## src/hw/rtl/stt_ram.sv

```systemverilog
`default_nettype none
module stt_ram #(
   parameter int WIDTH = 8,
   parameter int DEPTH = 16
) (
   input  wire logic                     clock,
   input  wire logic [$clog2(DEPTH)-1:0] addr,
   input  wire logic                     wr_en,
   input  wire logic [WIDTH-1:0]         wr_data,
   input  wire logic                     rd_en,
   output logic      [WIDTH-1:0]         rd_data
);

   logic [WIDTH-1:0] mem_ff [DEPTH];
   logic [WIDTH-1:0] rd_data_ff;

   always_ff @(posedge clock) begin
      if (wr_en) begin
         mem_ff[addr] <= wr_data;
      end
      if (rd_en) begin
         rd_data_ff <= mem_ff[addr];
      end
   end

   assign rd_data = rd_data_ff;

endmodule
`default_nettype wire

```

## config.mk

```make
export PLATFORM = sky130hd
export DESIGN_NAME = stt_ram
export DESIGN_NICKNAME = d
export VERILOG_FILES = /design/src/hw/rtl/stt_ram.sv
export SDC_FILE = /design/constraint.sdc
export NUM_CORES = 1
export LEC_CHECK = 0
export BUFFER_PORTS_ARGS = -buffer_cell sky130_fd_sc_hd__buf_4
export CAP_MARGIN = 10
export CORE_ASPECT_RATIO = 0.6
export CORE_MARGIN = 8
export CORE_UTILIZATION = 65
export DETAILED_ROUTE_END_ITERATION = 8
export PLACE_DENSITY_LB_ADDON = 0.05
export SETUP_SLACK_MARGIN = 0.15
export SYNTH_ARGS = -nofsm -noshare
export SYNTH_HDL_FRONTEND = slang
export SYNTH_SLANG_ARGS = --single-unit
```

## constraint.sdc

```tcl
create_clock -name clock -period 4.1 [get_ports clock]
set_input_delay 0.82 -clock clock [delete_from_list [all_inputs] [get_ports clock]]
set_output_delay 0.82 -clock clock [all_outputs]
set_load 0.005 [all_outputs]
```

==> results of run 1 <==
[worst paths after layout]
check | depth (start not counted) | slack, ps | end | startpoint
setup reg to reg | 3 | 2640 | rd_data[0]$_DFFE_PP_ | mem_ff[11][0]$_DFFE_PP_
setup / recovery | 3 | 1850 | mem_ff[3][4]$_DFFE_PP_ | addr[0]
hold / removal | 1 | 690 | rd_data[2]$_DFFE_PP_ | rd_en
hold reg to reg | 3 | 800 | rd_data[3]$_DFFE_PP_ | mem_ff[2][3]$_DFFE_PP_
[cell type report]
type / instances / area, um2 / share of cell area
well taps: 108 / 135.1 / 0.02249
multi-input cells: 83 / 1003 / 0.1670
repair buffers: 26 / 195.2 / 0.03248
clock buffers: 19 / 432.9 / 0.07204
clock inverters: 13 / 158.9 / 0.02644
flip-flops and latches: 136 / 4084 / 0.6796
[critical path: cells and delay by family]
| kind | cells | cell delay [ps] |
|---|---|---|
| buffers and inverters | 1 | 530 |
| AND/OR/NAND/NOR | 2 | 900 |
[cell families after synthesis]
logic type,after synthesis,share of synthesized area
flip-flops,136,0.7934
AND/OR/NAND/NOR,35,0.03160
multiplexers,32,0.1400
AO/OA/AOI/OAI,16,0.02334
buffers and inverters,11,0.01167
[sequential cells by signal (all words and copies together) (netlist names)]
signal and count:
mem_ff 128, rd_data 8
[through the flow]
step | total power, mW | hold WS, ps | instance area [um2]
after floorplan | 1.682 | 710.3 | 5147
after global placement | 1.748 | 750.4 | 5418
after detailed placement | 1.751 | 791.5 | 5418
after CTS | 3.265 | 677.9 | 6010
after global routing | 3.335 | 682.9 | 6010
final | 3.243 | 694.7 | 6010
[power by group]
part	total, mW	switching [mW]	internal [mW]	leakage, nW
Sequential	1.58	0.00756	1.57	1.24
Clock	1.52	0.521	1.00	0.292
Combinational	0.147	0.0846	0.0620	0.436
Total	3.24	0.613	2.63	1.96
[layout by cell type, fill, tap and decap left out]
cell	count
bufinv_16	4
nand3b_1	2
nor3_1	4
nor2b_1	2
clkinv_2	4
mux4_2	32
nand3_1	1
clkbuf_16	17
or3b_2	1
clkinv_1	5
and2_1	1
nor2_1	13
nand2_1	9
buf_4	26
a22oi_1	16
nand2b_1	2
clkbuf_1	2
edfxtp_1	136
[routing by layer]
metal / share of wire / vias to the layer above / GRT usage
met5: 0 / - / 0
met4: 0.0079 / 0 / 0.06632
met3: 0.096 / 6 / 0.08073
met2: 0.46 / 100 / 0.2571
met1: 0.44 / 1212 / 0.2740
li1: - / 1036 / -
==> metrics.md, run 1 <==
| Metric | Value |
|---|---|
| Status | `finished, final reports clean` |
| Max Cap Viol | `0` |
| Full die area | `0.01112 mm2` |
| Post-layout util | `0.7716` |
| Post-DR vias/cell | `6.114` |
| Layout cells sized above 1 | `0.3032` |
| Least-Margin Pin Slew | `800.4 ps` |
| Worst slack at placement | `1387 ps` |
| Wirelength per Cell | `24.79 um` |
| Setup repair bufs after CTS | `0` |
| Fillcell total | `415` |
| Via count | `2354` |
| Max Fclk | `0.4439 GHz` |
| CP Class | `in -> reg` |
| Fin crit share | `0.5494` |
| CP max stage delay | `670 ps` |
| Worst path required time | `4140 ps` |
| Row cnt | `25` |
| Residual DRC | `0` |
| N_diodes | `0` |
| Synth Instances | `230` |
| Die Y | `84.93 um` |
| Initial antenna violation count | `0` |
| Mapped Avg Cell Area | `22.38 um2` |
| CP Cell Sequence | `buf_4, nand2_1, nor2_1` |
| Post-Syn Area | `0.005147 mm2` |
| Count leader, synth | `edfxtp_1` |
| Drt pass-1 iters | `4` |
| Nets | `279` |
| Resize count post-CTS | `0` |
| Clock buffer count from CTS | `17` |
| Placed insts | `353` |
| Ys async rst share | `0` |
| Total congestion overflow | `0` |
| Power per Cell Area | `539.6 mW/mm2` |
| Pins Over Slew Limit | `0` |
| Setup violations, final | `0` |
| I/O pin count | `23` |
| Min Tclk post-route | `2253 ps` |
| Relative slew slack | `0.4644` |
| Crit path DAT | `2290 ps` |
| Synth unique cells | `17` |
| Hold Violations, Final | `0` |
| P&R area growth vs syn | `16.75%` |
| Synth warn | `0` |
| CP Capture Type | `flop` |
| Worst skew pair latency | `420 ps` |
| GP Congestion | `0.7594` |
| Peak fanout along the critical path | `39` |
| Gr usage total | `0.1913` |
| Die W | `130.9 um` |
| RSZ-0062 raised after global routing | `false` |
| First-pass GRT wire length | `14390 um` |
| Post-synthesis sequential area ratio | `0.7934` |
| Area leader, netlist | `edfxtp_1` |
| Routed Antenna Nets | `0` |
| Htree depth | `4` |
| Clk root buf | `clkbuf_16` |
| Synth Flop Type | `edfxtp_1` |
| Port Buffers | `22` |
| Final Instance Count excl. Fillers | `385` |
| CTS tree | `built` |
| Final setup margin | `1847 ps` |
| CTS sink cnt | `136` |
| Detailed Place HPWL | `5859 um` |
| VDD IR max | `399.7 uV` |
| CTS Buffer Depth | `2` |
| Synth Register Bits | `136` |
| Top cells by area, synth | `edfxtp_1 (79%), mux4_2 (14%), a22oi_1 (2.3%), nor2_1 (0.95%), nand2_1 (0.66%)` |
| Final setup TNS | `0 ps` |
| Core box area | `0.007789 mm2` |
| DR iter-0 viols | `253` |
| Class of the tightest hold or removal check | `in -> reg` |
| Detailed Route WL | `9543 um` |
| Number of global-route vias before repair | `2408` |
| Pin count of the biggest net entering global routing | `40` |
| Reg clk slew, reported paths | `50 ps` |
| Syn nets | `245` |
| Initial Util | `0.6609` |
| Cts hold-fix bufs | `0` |
| Top cells by count, synth | `edfxtp_1 (136), mux4_2 (32), a22oi_1 (16)` |
| Layout Skew | `9.141 ps` |
| CP max-delay cell | `nor2_1` |
| Post-synth EDFFs | `136` |
| CP Launch Type | `input port` |
| Post-synth top area share | `0.7934` |
| Leakage | `1.964 nW` |
No activity file was read; power rests on OpenSTA's default activity.
==> run 2: changes to the inputs <==
CORE_UTILIZATION = 54   (was 65)
clock period = 1.9 ns   (was 4.1 ns; I/O delays follow)
==> run 2 against run 1 <==
  * Utilization shrank 8.5 points
  * Worst setup slack lost 1500 ps
  * Cell area grew 5.4%
  * First-iteration DRC count grew 0.79%
  * Sequential cell count is the same
  * Critical path depth grew 2
  * Sequential share of layout area shrank 3.5 points
  * Clock skew shrank 4.1 ps
  * Clock power grew 130%
  * Non-clock buffer count grew 26
  * Critical path type unchanged
==> metrics.md, run 2 (same netlist as run 1, synthesis figures left out) <==
| Metric | Value |
|---|---|
| Status | `finished, final reports clean (unchanged)` |
| Critical R2R Capture | `rd_data[4]$_DFFE_PP_ (was rd_data[0]$_DFFE_PP_)` |
| Sequential cell area | `0.004084 mm2 (unchanged)` |
| Fillcell total | `607 (was 415)` |
| Multi-input gate area | `0.001011 mm2 (was 0.001003 mm2)` |
| CTS sink cnt | `136 (unchanged)` |
| Clock buffer count from CTS | `17 (unchanged)` |
| Full die area | `0.01301 mm2 (was 0.01112 mm2)` |
| Post-DR vias/cell | `5.797 (was 6.114)` |
| VDD IR max | `1166 uV (was 399.7 uV)` |
| CP endpoint | `rd_data[5]$_DFFE_PP_ (was mem_ff[3][4]$_DFFE_PP_)` |
| Setup violations, final | `0 (unchanged)` |
| Initial antenna violation count | `0 (unchanged)` |
| Worst path required time | `2050 ps (was 4140 ps)` |
| Relative slew slack | `0.6334 (was 0.4644)` |
| Cts hold-fix bufs | `0 (unchanged)` |
| Fin crit share | `0.7972` |
| Placed cell area | `0.005698 mm2 (was 0.005418 mm2)` |
| CP max-delay cell | `mux4_2 (was nor2_1)` |
| Peak fanout along the critical path | `10 (was 39)` |
| Crit path DAT | `1670 ps (was 2290 ps)` |
| I/O pin count | `23 (unchanged)` |
| CP max stage delay | `550 ps (was 670 ps)` |
| CTS tree | `built (unchanged)` |
| Critical Path Source | `addr[0] (unchanged)` |
| First-pass GRT wire length | `15870 um (was 14390 um)` |
| N_diodes | `0 (unchanged)` |
| GP Congestion | `0.8010 (was 0.7594)` |
| CTS Buffer Depth | `2 (unchanged)` |
| CP Class | `in -> reg (unchanged)` |
| CP Capture Type | `flop (unchanged)` |
| DR top layer | `met4 (unchanged)` |
| Largest register FFs | `128 (unchanged)` |
| Resize count post-CTS | `0 (unchanged)` |
| Number of global-route vias before repair | `2513 (was 2408)` |
| DR WL met2 | `4778 um (was 4392 um)` |
| Class of the tightest hold or removal check | `in -> reg (unchanged)` |
| Nets | `305 (was 279)` |
| Top reg by flops | `mem_ff (unchanged)` |
| Core box area | `0.009223 mm2 (was 0.007789 mm2)` |
| Via count | `2510 (was 2354)` |
| Total congestion overflow | `0 (unchanged)` |
| Routed Antenna Nets | `0 (unchanged)` |
| CP Launch Type | `input port (unchanged)` |
| Cell area after layout | `0.006331 mm2 (was 0.006010 mm2)` |
| Final setup margin | `385.4 ps (was 1847 ps)` |
| Gr usage total | `0.1744 (was 0.1913)` |
| DR iter-0 viols | `255 (was 253)` |
| Drt pass-1 iters | `4 (unchanged)` |
| Setup repair bufs after CTS | `0 (unchanged)` |
| Pin count of the biggest net entering global routing | `40 (unchanged)` |
| Worst-case reg-to-reg path depth | `3 (unchanged)` |
| R2R Setup Slk | `400 ps (was 2640 ps)` |
| Detailed Place HPWL | `6777 um (was 5859 um)` |
| Commonest non-fill, non-tap cell in the layout | `edfxtp_1 (unchanged)` |
| Hold Violations, Final | `0 (unchanged)` |
| Min Tclk post-route | `1515 ps` |
| Max Fclk | `0.6602 GHz` |
| RSZ-0062 raised after global routing | `false (unchanged)` |
| Met1 Wirelength | `5043 um (was 4157 um)` |
| Initial Util | `0.5581 (was 0.6609)` |
| Row cnt | `27 (was 25)` |
| Met3 wire len | `732 um (was 918 um)` |
| Port Buffers | `22 (unchanged)` |
| Least-Margin Pin Slew | `549.8 ps (was 800.4 ps)` |
| Layout Skew | `5.085 ps (was 9.141 ps)` |
| R2r startpoint | `mem_ff[3][4]$_DFFE_PP_ (was mem_ff[11][0]$_DFFE_PP_)` |
| Most frequent cells in the layout | `edfxtp_1 (136), buf_4 (48), mux4_2 (32) (was edfxtp_1 (136), mux4_2 (32), buf_4 (26))` |
| Residual DRC | `0 (unchanged)` |
| Clk root buf | `clkbuf_16 (unchanged)` |
| Worst skew pair latency | `410 ps (was 420 ps)` |
| Detailed Route WL | `10660 um (was 9543 um)` |
| Hold Crit Start | `rd_en (unchanged)` |
| Worst slack at placement | `-36.53 ps (was 1387 ps)` |
| Htree depth | `4 (unchanged)` |
| P&R area growth vs syn | `22.99% (was 16.75%)` |
| Die Y | `91.63 um (was 84.93 um)` |
| Wirelength per Cell | `24.61 um (was 24.79 um)` |
| CP Cell Sequence | `buf_4, buf_12, mux4_2, a22oi_1, nand2_1 (was buf_4, nand2_1, nor2_1)` |
| Leakage | `2.131 nW (was 1.964 nW)` |
| Pins Over Slew Limit | `0 (unchanged)` |
| Max Cap Viol | `0 (unchanged)` |
| Reg clk slew, reported paths | `60 ps (was 50 ps)` |
| Die W | `142.0 um (was 130.9 um)` |
| Layout cells sized above 1 | `0.3795 (was 0.3032)` |
| Power per Cell Area | `1146 mW/mm2 (was 539.6 mW/mm2)` |
| Final Total Pwr | `7.254 mW (was 3.243 mW)` |
[run 2: cell types whose count changed in the layout (fill, tap and decap cells not counted), sizes merged]
cell / before / now
buf: 26 / 52
bufinv: 4 / 5
clkbuf: 19 / 17
clkinv: 9 / 8
clkinvlp: 0 / 2
[run 2: worst max-delay path, delay by kind of cell]
family	cells	cell delay (ps)
mux	1	550
buf+inv	2	380
compound gates	1	260
simple gates	1	90
[run 2: how the worst min path moves through the flow]
stage / end / slack, ps / cells after the start
final: rd_data[7]$_DFFE_PP_ / 280 / 1
after global routing: rd_data[7]$_DFFE_PP_ / 270 / 1
after CTS: rd_data[7]$_DFFE_PP_ / 260 / 1
after detailed placement: rd_data[4]$_DFFE_PP_ / 700 / 1
after global placement: rd_data[4]$_DFFE_PP_ / 690 / 1
after floorplan: mem_ff[0][0]$_DFFE_PP_ / 480 / 0
[run 2: per-stage QoR]
stage,setup TNS [ps],instances,hold slack (ps),util
after floorplan,0,230,478.9,-
final,0,433,279.0,0.6865
after CTS,0,433,260.3,0.6865
after global placement,-45.99,401,694.0,0.6178
after detailed placement,-117.7,401,699.0,0.6178
after global routing,0,433,270.8,0.6865
[run 2: layout make-up]
type	count	area share
well taps	130	0.02569
clock inverters	15	0.03281
clock buffers	17	0.06719
repair buffers	52	0.06957
flip-flops and latches	136	0.6451
multi-input cells	83	0.1597
[run 2: layer usage]
metal | vias to the layer above | track usage
met3 | 12 | 0.04863
met2 | 90 | 0.2448
met5 | - | 0
met1 | 1319 | 0.2555
met4 | 0 | 0.06400
li1 | 1089 | -
[run 2: power breakdown]
part	total [mW]	internal, mW	switching [mW]
clock	3.49	2.30	1.18
sequential	3.40	3.38	0.0201
combinational	0.367	0.164	0.203
total	7.25	5.85	1.40
