--- src/hw/rtl/stt_pkg.sv ---
`default_nettype none
package stt_pkg;

   localparam int KEY_BITS      = 64;
   localparam int DEPTH_BITS    = 7;
   localparam int SCORE_BITS    = 16;
   localparam int PLY_BITS      = 8;
   localparam int MOVE_BITS     = 16;
   localparam int THRESH_BITS   = 15;
   localparam int EXT_BITS      = SCORE_BITS + 2;
   localparam int TABLE_ENTRIES_DEFAULT = 4096;
   localparam int QUEUE_DEPTH   = 2;
   localparam int QPTR_BITS     = $clog2(QUEUE_DEPTH);
   localparam int QCNT_BITS     = $clog2(QUEUE_DEPTH + 1);

   localparam logic [THRESH_BITS-1:0] THRESH_RESET = THRESH_BITS'(30000);

   localparam logic signed [EXT_BITS-1:0] SAT_HI = EXT_BITS'((1 << (SCORE_BITS - 1)) - 1);
   localparam logic signed [EXT_BITS-1:0] SAT_LO = ~SAT_HI;

   typedef enum logic [1:0] {
      REQ_PROBE = 2'd0,
      REQ_STORE = 2'd1,
      REQ_CLEAR = 2'd2,
      REQ_NONE  = 2'd3
   } req_kind_type;

   typedef enum logic [1:0] {
      KIND_EXACT = 2'd0,
      KIND_UPPER = 2'd1,
      KIND_LOWER = 2'd2,
      KIND_NONE  = 2'd3
   } bound_kind_type;

   typedef enum logic [1:0] {
      ST_IDLE,
      ST_LOOKUP,
      ST_CLEAR,
      ST_REPLY
   } back_state_type;

   typedef struct packed {
      logic [1:0]                    req_type;
      logic [KEY_BITS-1:0]           position_key;
      logic [DEPTH_BITS-1:0]         search_depth;
      logic signed [SCORE_BITS-1:0]  alpha_bound;
      logic signed [SCORE_BITS-1:0]  beta_bound;
      logic [PLY_BITS-1:0]           ply_from_root;
      logic signed [SCORE_BITS-1:0]  store_score;
      logic [1:0]                    bound_kind;
      logic [MOVE_BITS-1:0]          move_in;
   } stt_req_type;

   typedef struct packed {
      logic                          cutoff;
      logic signed [SCORE_BITS-1:0]  score_out;
      logic                          move_found;
      logic [MOVE_BITS-1:0]          move_out;
   } stt_rsp_type;

   typedef struct packed {
      logic [KEY_BITS-1:0]           tag;
      logic [DEPTH_BITS-1:0]         depth;
      logic signed [SCORE_BITS-1:0]  score;
      logic [1:0]                    kind;
      logic [MOVE_BITS-1:0]          move;
   } stt_entry_type;

   localparam int ENTRY_BITS = $bits(stt_entry_type);

   localparam stt_entry_type EMPTY_ENTRY = '{
      tag: '0, depth: '0, score: '0, kind: KIND_NONE, move: '0
   };

   // classified request as it waits between front and back
   typedef struct packed {
      req_kind_type                  code;
      logic [KEY_BITS-1:0]           key;
      logic [DEPTH_BITS-1:0]         depth;
      logic signed [SCORE_BITS-1:0]  alpha;
      logic signed [SCORE_BITS-1:0]  beta;
      logic [PLY_BITS-1:0]           ply;
      logic signed [SCORE_BITS-1:0]  root_score;
      logic [1:0]                    kind;
      logic [MOVE_BITS-1:0]          move;
   } stt_op_type;

   typedef struct packed {
      logic pop;
      logic init_busy;
   } stt_back_status_type;

   // to_root: store direction (root-relative); otherwise node-relative
   function automatic logic signed [SCORE_BITS-1:0] mate_adjust(
      input logic signed [SCORE_BITS-1:0] s,
      input logic [PLY_BITS-1:0]          ply,
      input logic [THRESH_BITS-1:0]       thr,
      input logic                         to_root
   );
      logic signed [EXT_BITS-1:0] se;
      logic signed [EXT_BITS-1:0] pe;
      logic signed [EXT_BITS-1:0] te;
      logic signed [EXT_BITS-1:0] sum;
      logic signed [SCORE_BITS-1:0] res;
      se  = {{(EXT_BITS-SCORE_BITS){s[SCORE_BITS-1]}}, s};
      pe  = {{(EXT_BITS-PLY_BITS){1'b0}}, ply};
      te  = {{(EXT_BITS-THRESH_BITS){1'b0}}, thr};
      sum = se;
      if (se > te) begin
         sum = to_root ? se + pe : se - pe;
      end else if (se < -te) begin
         sum = to_root ? se - pe : se + pe;
      end
      if (sum > SAT_HI) begin
         res = SAT_HI[SCORE_BITS-1:0];
      end else if (sum < SAT_LO) begin
         res = SAT_LO[SCORE_BITS-1:0];
      end else begin
         res = sum[SCORE_BITS-1:0];
      end
      return res;
   endfunction

endpackage
`default_nettype wire

--- src/hw/rtl/stt_front.sv ---
`default_nettype none
module stt_front import stt_pkg::*; (
   input  wire logic                     clock,
   input  wire logic                     reset,
   input  wire logic                     req_push,
   input  wire stt_req_type              req_data,
   output logic                          req_full,
   input  wire logic                     csr_wr_en,
   input  wire logic [THRESH_BITS-1:0]   csr_wr_data,
   input  wire stt_back_status_type      back_status,
   output logic                          head_valid,
   output stt_op_type                    head_op,
   output logic [THRESH_BITS-1:0]        threshold
);

   stt_op_type             q_ff [QUEUE_DEPTH];
   logic [QPTR_BITS-1:0]   wr_ptr_ff, wr_ptr_in;
   logic [QPTR_BITS-1:0]   rd_ptr_ff, rd_ptr_in;
   logic [QCNT_BITS-1:0]   count_ff, count_in;
   logic [THRESH_BITS-1:0] thr_ff;
   stt_op_type             op_in;
   logic                   push;
   logic                   pop;

   assign req_full   = (count_ff == QCNT_BITS'(QUEUE_DEPTH)) | back_status.init_busy;
   assign push       = req_push & ~req_full;
   assign pop        = back_status.pop;
   assign head_valid = (count_ff != '0);
   assign head_op    = q_ff[rd_ptr_ff];
   assign threshold  = thr_ff;

   // classify, and make the store score root-relative on the way in
   always_comb begin
      op_in.code       = req_kind_type'(req_data.req_type);
      op_in.key        = req_data.position_key;
      op_in.depth      = req_data.search_depth;
      op_in.alpha      = req_data.alpha_bound;
      op_in.beta       = req_data.beta_bound;
      op_in.ply        = req_data.ply_from_root;
      op_in.root_score = mate_adjust(req_data.store_score, req_data.ply_from_root,
                                     thr_ff, 1'b1);
      op_in.kind       = req_data.bound_kind;
      op_in.move       = req_data.move_in;
   end

   always_comb begin
      wr_ptr_in = push ? QPTR_BITS'((32'(wr_ptr_ff) + 1) % QUEUE_DEPTH) : wr_ptr_ff;
      rd_ptr_in = pop  ? QPTR_BITS'((32'(rd_ptr_ff) + 1) % QUEUE_DEPTH) : rd_ptr_ff;
      count_in  = count_ff + QCNT_BITS'(push) - QCNT_BITS'(pop);
   end

   always_ff @(posedge clock) begin
      if (reset) begin
         wr_ptr_ff <= '0;
         rd_ptr_ff <= '0;
         count_ff  <= '0;
         thr_ff    <= THRESH_RESET;
      end else begin
         wr_ptr_ff <= wr_ptr_in;
         rd_ptr_ff <= rd_ptr_in;
         count_ff  <= count_in;
         if (csr_wr_en) begin
            thr_ff <= csr_wr_data;
         end
      end
   end

   always_ff @(posedge clock) begin
      if (push) begin
         q_ff[wr_ptr_ff] <= op_in;
      end
   end

endmodule
`default_nettype wire

--- config.mk ---
export PLATFORM = sky130hd
export DESIGN_NAME = stt_front
export DESIGN_NICKNAME = d
export VERILOG_FILES = /design/src/hw/rtl/stt_pkg.sv /design/src/hw/rtl/stt_front.sv
export SDC_FILE = /design/constraint.sdc
export NUM_CORES = 1
export LEC_CHECK = 0
export BUFFER_PORTS_ARGS = -buffer_cell sky130_fd_sc_hd__buf_2
export CAP_MARGIN = 5
export CORE_UTILIZATION = 40
export DETAILED_ROUTE_END_ITERATION = 6
export HOLD_SLACK_MARGIN = 0.05
export PLACE_DENSITY = 0.69
export SYNTH_ARGS = -nofsm -noshare
export SYNTH_HDL_FRONTEND = slang
export SYNTH_SLANG_ARGS = --single-unit
--- constraint.sdc ---
create_clock -name clock -period 17.7 [get_ports clock]
set_input_delay 3.54 -clock clock [delete_from_list [all_inputs] [get_ports clock]]
set_output_delay 3.54 -clock clock [all_outputs]
set_load 0.1 [all_outputs]
==> metrics.md, run 1 <==
| Metric | Value |
|---|---|
| Largest stage delay, worst path | 0.29 ns |
| Die height | 187 µm |
| Congestion Overflow GR | 0 |
| Number of synthesized flops with an enable pin | slightly below 300 |
| Min Hold Slack | 0.516 ns |
| Kind of critical path | in -> out |
| I/O Pins | roughly 330 |
| TNS Setup | 0 ns |
| Via Count | about 8300 |
| Syn Area/Cell | 16.0 µm² |
| Area Growth Syn to Fin | 23.7% |
| Finished Layout Cells | 1669 |
| Setup repair after global routing missed its margin | false |
| Cells after Synth | 850 |
| Worst Skew | roughly 0.016 ns |
| Pleak | 6.42 nW |
| Commonest non-fill, non-tap cells in the layout | buf_2 (331), edfxtp_1 (294), mux2_2 (147), ha_1 (51), inv_1 (41) |
| Root Buffer | clkbuf_16 |
| Vias per cell | 4.99 |
| Placed wire-length estimate | 20500 µm |
| # H-tree levels | 2 |
| Clock Latency Late Sink | 0.53 ns |
| Period utilisation layout | 0.436 |
| Period minus WS final | 7.71 ns |
| Gpl congestion | 0.837 |
| Commonest non-fill, non-tap cell in the layout | buf_2 |
| Placed insts | 1607 |
| Pwr/cell area | 123 nW/µm² |
| DRC Markers | 0 |
| Hold path depth | 2 |
| Max-capacitance violation count | 0 |
| Initial antenna violation count | 6 |
| CP Launch Type | input port |
| Clk slew on worst S/H paths | 0.06 ns |
| Starting density of the core | 0.406 |
| Syn Nets | 1071 |
| Place WS | 9.99 ns |
| IO buf count | 331 |
| All-layer global routing usage | 0.166 |
| Slew Viols, Final | 0 |
| Post-synth top flop | edfxtp_1 |
| Mapped Area | 13600 µm² |
| Die area | 34800 µm² |
| Min-Delay Path Class | reg -> reg |
| Final Util | 0.502 |
| CP max-delay cell | buf_2 |
| Clock sink count | roughly 310 |
| Antenna-violating nets left | 0 |
| Slew @ Worst Pin | just over 1 ns |
| FILL cells | 2874 |
| Post-route setup slack | approximately 10 ns |
| Status | completed |
| Crit Path Max Fanout | 3 |
| FP Rows | 67 |
| # hold bufs at CTS | 0 |
| #FFs+latches synth | 314 |
| Count of cells resized by post-cts repair | 0 |
| CTS buffer count | 35 |
| Initial DRC count | between 300 and 400 |
| WP data required | 14.16 ns |
| CTS tree | yes |
| DRT Wirelength | 29500 µm |
| Synth unique cells | approximately 70 |
| Max_slew headroom | 0.315 |
| Fin. Hold Viols | 0 |
| Fmax | 0.130 GHz |
| Bufs on Longest Clock Path | 3 |
| Drt pass-1 iters | 4 |
| Largest net degree at the start of global routing | 74 |
| Peak supply drop | roughly 74 µV |
| Final setup fails | 0 |
| Arr. time, crit path | 4.17 ns |
| Vias in the first global route | 8425 |
| Fin nets | 1417 |
| Yosys Warn Count | 0 |
| Layout cells sized above 1 | 0.454 |
| Share of the yosys chip area belonging to registers | 0.678 |
| Reg2Reg Depth | 15 |
| First-pass GRT wire length | about 46000 µm |
| Crit path cell chain | buf_2 > a21oi_1 > inv_1 > buf_2 |
| Setup crit end kind | output pin |
| Post-CTS Setup Bufs | 0 |
| Ys async rst share | 0 |
| Die Span X | between 150 and 200 µm |
| Wirelength per Cell | ~18 µm |
| Core Box Area | 33500 µm² |
| Worst path most repeated cell | buf_2 |
[synth_stat cells, types with 3 or more instances]
cell       number  area [µm²]
edfxtp_1      294        8830
mux2_2        147        1660
ha_1           51         638
inv_1          41         154
nor2_1         34         128
nand2_1        33         124
a21oi_1        22         110
dfxtp_1        20         400
clkbuf_1       19        71.3
xnor2_1        15         131
o211ai_1       12        90.1
mux2i_1        10         100
nand3_1        10        50.1
nor3_1         10        50.1
o21ai_0        10        50.1
maj3_2          9         101
nand4_1         9        56.3
xor2_1          8        70.1
nor4_1          7        43.8
nor2b_1         5        31.3
buf_2           4        20.0
nand2b_1        4        25.0
a21o_1          3        22.5
a2bb2oi_1       3        26.3
and3_1          3        18.8
buf_6           3        33.8
o22a_1          3        26.3
or3_1           3        18.8
[per-layer routing]
layer | track usage | vias to the layer above | wire (µm)
met1 | 0.212 | 4012 | 12600
li1 | - | 3976 | -
met3 | 0.0491 | 47 | 2260
met2 | 0.277 | 286 | 14000
met5 | 0 | - | 49
met4 | 0.0441 | 8 | 564
[where the power goes]
| group | leakage (nW) | switching, mW | total, mW | internal [mW] |
|---|---|---|---|---|
| Combinational | 3.04 | 0.415 | 0.523 | 0.109 |
| Clock | 0.525 | 0.284 | 0.682 | 0.397 |
| Sequential | 2.86 | 0.0123 | 0.875 | 0.863 |
[worst max-delay path: cells and delay by family]
family	cells	cell delay, ns
compound gates	1	0.19
buf+inv	3	0.44
[cell families after synthesis]
logic type	count (synthesis)	synth area share
compound gates	92	0.0497
simple gates	131	0.0488
xor+xnor	23	0.0148
flops	314	0.678
mux	157	0.129
fa+ha+maj	64	0.0587
buf+inv	69	0.0213
[worst paths after layout]
kind	to	from	slack (ns)
setup / recovery	req_full	back_status[0]	9.99
hold / removal	flop	rd_ptr_ff	0.52
setup reg to reg	q_ff[0][19]	threshold[1]	13.02
hold reg to reg	flop	rd_ptr_ff	0.52
[flip-flops by register name (all words and copies together) (netlist names), named ones only]
signal     cells
q_ff         294
threshold     15
count_ff       2
wr_ptr_ff      1
rd_ptr_ff      1
[final cells by class]
type,instances,area (µm²),share of cell area
clock inverters,17,176,0.0105
repair buffers,337,1700,0.101
inverters,41,154,0.00914
flip-flops and latches,314,9230,0.548
multi-input cells,467,4110,0.244
well taps,448,561,0.0333
diodes,2,5.00,0.000297
clock buffers,43,906,0.0538
[through the flow]
step                      power (mW)  cell area, µm²
after global placement          1.41           15800
final                           2.08           16800
after detailed placement        1.42           15800
after CTS                       2.11           16800
after floorplan                 1.33           13600
after global routing            2.16           16800
Note: power is estimated with default switching activity, not from simulation.
==> run 2: changes to the inputs <==
PLACE_DENSITY = 0.71   (was 0.69)
clock period = 6.8 ns   (was 17.7 ns; I/O delays follow)
==> run 2 against run 1 <==
Worst setup slack lost 7.7 ns. Highest routed layer is now met4. Design area shrank 0.23%. Critical path type is now reg -> reg. Critical path depth grew 11.
==> metrics.md, run 2 (same netlist as run 1, synthesis figures left out) <==
| Metric | Value |
|---|---|
| Status | completed |
| Combinational share of power | 0.255 |
| Clock power share | 0.317 |
| Commonest non-fill, non-tap cells in the layout | buf_2 (331), edfxtp_1 (294), mux2_2 (147), ha_1 (51), inv_1 (41) |
| Max-capacitance violation count | 0 |
| Setup crit end kind | flop |
| Initial antenna violation count | 2 |
| Hold path start | rd_ptr_ff |
| Slew Viols, Final | 0 |
| Place WS | around 2.2 ns |
| CP top delay family | simple AND/OR/NAND/NOR gates |
| Commonest non-fill, non-tap cell in the layout | buf_2 |
| FP Rows | 67 |
| Final Util | 0.501 |
| # hold bufs at CTS | 0 |
| DRT Wirelength | 30300 µm |
| Fin nets | 1410 |
| Crit path from | threshold[0] |
| CP max-delay cell | a211o_1 |
| Period utilisation layout | 0.669 |
| First-pass GRT wire length | 47100 µm |
| Worst Skew | between 0.008 and 0.009 ns |
| Core Box Area | 33500 µm² |
| Wirelength per Cell | 18.2 µm |
| Die Span X | 187 µm |
| Count of cells resized by post-cts repair | 0 |
| P_sw | approximately 1.8 mW |
| WP data required | 7.09 ns |
| Final setup fails | 0 |
| Min-Delay Path Class | reg -> reg |
| Sw frac | 0.340 |
| Initial DRC count | 370 |
| CTS buffer count | 31 |
| Vias per cell | 5.05 |
| Crit Path Max Fanout | 12 |
| CP Launch Type | flop |
| Kind of critical path | reg -> reg |
| Cell Int Power | about 3.5 mW |
| Congestion Overflow GR | 0 |
| Clock Latency Late Sink | 0.56 ns |
| Drt pass-1 iters | 4 |
| Die area | roughly 35000 µm² |
| Fin. Hold Viols | 0 |
| DRC Markers | 0 |
| Area Growth Syn to Fin | 23.4% |
| Die height | 187 µm |
| Sequential power share | 0.429 |
| Clock sink count | 314 |
| Antenna-violating nets left | 0 |
| Setup repair after global routing missed its margin | false |
| Period minus WS final | 4.55 ns |
| Largest register FFs | 294 |
| Reg2reg start | threshold[0] |
| Vias in the first global route | 8591 |
| Largest net degree at the start of global routing | around 140 |
| Post-route setup slack | 2.25 ns |
| Layout cells sized above 1 | 0.451 |
| TNS Setup | 0 ns |
| Fmax | ~0.22 GHz |
| Starting density of the core | 0.406 |
| Critical path buffer and inverter count | 1 |
| CTS tree | yes |
| Slew @ Worst Pin | 0.958 ns |
| Post-CTS Setup Bufs | 0 |
| Arr. time, crit path | 4.84 ns |
| Crit path cell chain | inv_1 > ha_1 > and3_1 > nand2_1 > nor4_1 > xnor2_1 > ha_1 > nand4_1 > nor4_1 > o41ai_1 > a21oi_1 > or2_1 > nand3_1 > a211o_1 > maj3_1 |
| Largest stage delay, worst path | 0.49 ns |
| I/O Pins | 332 |
| Max_slew headroom | 0.361 |
| Pwr/cell area | 318 nW/µm² |
| Via Count | 8399 |
| IO buf count | about 330 |
| Peak supply drop | 242 µV |
| Placed wire-length estimate | 21300 µm |
| Clk slew on worst S/H paths | 0.06 ns |
| # H-tree levels | 1 |
| All-layer global routing usage | 0.170 |
| Power Total | 5.34 mW |
| Root Buffer | clkbuf_16 |
| Gpl congestion | 0.868 |
| Bufs on Longest Clock Path | 3 |
| Register with the most flip-flops | q_ff |
| Pleak | 6.39 nW |
| FILL cells | 2848 |
==> run 2: cell count changes in the layout (fill, tap and decap cells not counted) <==
cell        previous run  this run
inv_6                  1         0
clkinvlp_4             1         2
clkbuf_1               8         4
clkinv_8               2         0
buf_4                  6         0
buf_12                 0         3
clkinv_1               5         9
bufinv_16              2         3
clkbuf_16             35        31
clkinv_2               4         3
clkbuf_8               0         4
==> run 2: layer usage <==
layer | vias up | global-route usage | part of all wire
met5 | - | 0 | 0
met4 | 0 | 0.0454 | 0.026
met3 | 47 | 0.0427 | 0.077
met2 | 334 | 0.300 | 0.49
met1 | 4050 | 0.208 | 0.40
li1 | 3968 | - | -
==> run 2: per-stage QoR <==
step / hold slack, ns / cells / area, µm²
floorplan: 0.480 / 850 / 13600
detailed placement: 0.514 / 1604 / 15800
global placement: 0.492 / 1604 / 15800
CTS: 0.541 / 1662 / 16800
global route: 0.570 / 1663 / 16800
finish: 0.537 / 1664 / 16800
==> run 2: power by group through the flow <==
stage / Combinational [mW] / Sequential (mW) / Clock, mW
detailed placement: 1.36 / 2.33 / 0
finish: 1.36 / 2.29 / 1.69
global route: 1.42 / 2.30 / 1.80
global placement: 1.36 / 2.32 / 0
floorplan: 1.08 / 2.36 / 0
CTS: 1.37 / 2.29 / 1.74
==> run 2: area by class of cell <==
cell class	count	area, µm²	share of cell area
Sequential cell	314	9230	0.549
Multi-Input combinational cell	467	4110	0.245
Timing Repair Buffer	334	1720	0.102
Clock buffer	39	846	0.0503
Tap cell	448	561	0.0334
Clock inverter	19	183	0.0109
Inverter	41	154	0.00916
Antenna cell	2	5.00	0.000298
==> run 2: worst paths after layout <==
check	cells past startpoint	endpoint	slack, ns
worst max-delay path	15	q_ff[1][19]	2.25
worst min-delay path	2	flop	0.54
worst min register to register	2	flop	0.54
worst max register to register	15	q_ff[1][19]	2.25
==> run 2: worst reg2reg max path: cells and delay by family, from the launching register on <==
| kind | cells | cell delay (ns) |
|---|---|---|
| AOI/OAI and AO/OA | 3 | 1.01 |
| xor gates and xnor gates | 1 | 0.12 |
| adders and majority gates | 3 | 0.91 |
| buffers and inverters | 1 | 0.10 |
| DFF | 1 | 0.36 |
| and+or+nand+nor | 7 | 1.78 |
==> run 3: changes to the inputs <==
clock period = 4 ns   (was 6.8 ns; I/O delays follow)
==> run 3 against run 2 <==
Total power is 76% higher. Sequential share of layout area shrank 1.3 points. Register-to-register slack got worse by 2.0 ns. Sequential power grew 69%. Via count is 0.32% higher. Sequential cell count unchanged. Cell count rose by 1.6%. Hold slack lost 0.062 ns. Worst setup slack worse by 2.0 ns. Non-clock buffer count rose by 24. Clock power rose by 88%.
==> metrics.md, run 3 (same netlist as run 1, synthesis figures left out) <==
| Metric | Value |
|---|---|
| FP Rows | 67 |
| Kind of critical path | reg -> reg |
| Clock sink count | about 310 |
| Pwr/cell area | 546 nW/µm² |
| Congestion Overflow GR | 0 |
| Max_slew headroom | 0.471 |
| Setup crit end kind | flop |
| # H-tree levels | 2 |
| Vias in the first global route | 8541 |
| CTS tree | yes |
| First-pass GRT wire length | 46800 µm |
| Largest stage delay, worst path | 0.39 ns |
| Critical path buffer and inverter count | 2 |
| Initial antenna violation count | 3 |
| Reg2reg start | threshold[1] |
| Largest register FFs | around 290 |
| I/O Pins | 332 |
| Reg2Reg Depth | 16 |
| R2R setup slack | 0.22 ns |
| Antenna-violating nets left | 0 |
| Bufs on Longest Clock Path | 3 |
| Fin nets | 1438 |
| Hold path start | req_data[110] |
| Power Total | 9.42 mW |
| Period minus WS final | 3.78 ns |
| Finished Layout Cells | 1691 |
| Arr. time, crit path | roughly 4.0 ns |
| Status | completed |
| Min-Delay Endpoint | q_ff[1][110] |
| Peak supply drop | 358 µV |
| IO buf count | ~330 |
| Wirelength per Cell | 18.0 µm |
| # hold bufs at CTS | 0 |
| Final setup fails | 0 |
| Slew Viols, Final | 0 |
| Min-Delay Path Class | in -> reg |
| Clk slew on worst S/H paths | 0.06 ns |
| Pleak | 6.60 nW |
| Min Hold Slack | between 0.4 and 0.5 ns |
| Die area | 34800 µm² |
| Crit Path Max Fanout | 8 |
| Post-route setup slack | approximately 0.22 ns |
| Hold path depth | 1 |
| Placed insts | 1627 |
| Commonest non-fill, non-tap cells in the layout | buf_2 (331), edfxtp_1 (294), mux2_2 (147), ha_1 (51), inv_1 (41) |
| Setup repair after global routing missed its margin | false |
| Register with the most flip-flops | q_ff |
| Worst Skew | 0.0128 ns |
| Initial DRC count | between 400 and 500 |
| Core Box Area | 33500 µm² |
| Fin. Hold Viols | 0 |
| Largest net degree at the start of global routing | 91 |
| DRC Markers | 0 |
| TNS Setup | 0 ns |
| Slew @ Worst Pin | a little under 0.8 ns |
| Commonest non-fill, non-tap cell in the layout | buf_2 |
| Place WS | 0.00843 ns |
| Area Growth Syn to Fin | 26.6% |
| Starting density of the core | 0.406 |
| Root Buffer | clkbuf_16 |
| WP data required | 4.25 ns |
| DRT Wirelength | 30500 µm |
| CP top delay family | simple AND/OR/NAND/NOR gates |
| RR Endpoint | q_ff[0][22] |
| Vias per cell | 4.98 |
| Worst path most repeated cell | ha_1 |
| Max-capacitance violation count | 0 |
| Layout cells sized above 1 | 0.483 |
| Via Count | roughly 8400 |
| Die Span X | 187 µm |
| CP max-delay cell | o311ai_0 |
| All-layer global routing usage | 0.171 |
| Die height | 187 µm |
| Gpl congestion | 0.831 |
| Placed wire-length estimate | around 22000 µm |
| Crit path cell chain | inv_1 > ha_1 > and3_1 > nand2_2 > nor4_4 > xnor2_1 > ha_1 > nand4_1 > nor4_1 > o41ai_1 > a21oi_1 > nor2_1 > buf_4 > o311ai_0 > a2bb2oi_1 > maj3_2 |
| Fmax | approximately 0.26 GHz |
| CTS buffer count | 34 |
| Clock Latency Late Sink | between 0.5 and 0.6 ns |
| Period utilisation layout | 0.946 |
| CP Launch Type | flop |
| Drt pass-1 iters | 4 |
run 3: changes by cell type in the layout (fill, tap and decap cells not counted), moves of 3 or more:
| cell | previous run | this run |
|---|---|---|
| buf_4 | 0 | 21 |
| dfxtp_1 | 19 | 8 |
| dfxtp_2 | 0 | 9 |
| clkbuf_16 | 31 | 35 |
| clkbuf_8 | 4 | 0 |
| buf_12 | 3 | 6 |
| clkinv_1 | 9 | 6 |
| clkinv_2 | 3 | 6 |
| nor4_1 | 7 | 4 |
run 3: timing repair:
item	4_1_cts	5_1_grt
setup buffers	0	1
hold endpoints to repair	0	0
setup endpoints to repair	0	30
gates resized for setup	0	13
run 3: how the worst max path moves through the flow:
stage / startpoint / to / slack, ns / cells past startpoint
5_1_grt: threshold[1] / q_ff[0][19] / 0.003 / 15
4_1_cts: threshold[10] / q_ff[0][19] / 0.006 / 15
6_report: threshold[1] / q_ff[0][22] / 0.22 / 16
3_5_place_dp: threshold[10] / q_ff[0][18] / 0.008 / 15
2_1_floorplan: threshold[2] / q_ff[0][20] / 0.09 / 16
3_3_place_gp: req_data[30] / q_ff[1][21] / 0.04 / 10
run 3: per-layer routing:
layer  share of wire  wire length [µm]  up-vias  global-route usage
li1                -                 -     4015                   -
met1            0.41             12500     4071               0.212
met2            0.49             15100      294               0.291
met3           0.077              2340       44              0.0446
met4           0.020               596        2              0.0508
met5         0.00026                 8        -                   0
run 3: final cells by class:
| cell class | count | area [µm²] |
|---|---|---|
| inverters | 41 | 154 |
| multi-input cells | 468 | 4190 |
| diodes | 2 | 5.00 |
| repair buffers | 358 | 1930 |
| well taps | 448 | 561 |
| fillers | 2822 | 16300 |
| clock inverters | 22 | 256 |
| clock buffers | 38 | 887 |
| flip-flops and latches | 314 | 9250 |
run 3: power by group:
group	internal, mW	switching (mW)	leakage (nW)	total (mW)
logic	0.513	1.86	3.18	2.37
registers	3.81	0.0526	2.86	3.87
clock network	1.93	1.25	0.561	3.18
run 3: metrics by stage:
stage	instance area, µm²	utilization
after floorplan	13600	-
after global placement	16000	0.477
after detailed placement	16000	0.477
after CTS	17100	0.511
after global routing	17200	0.514
final	17200	0.514
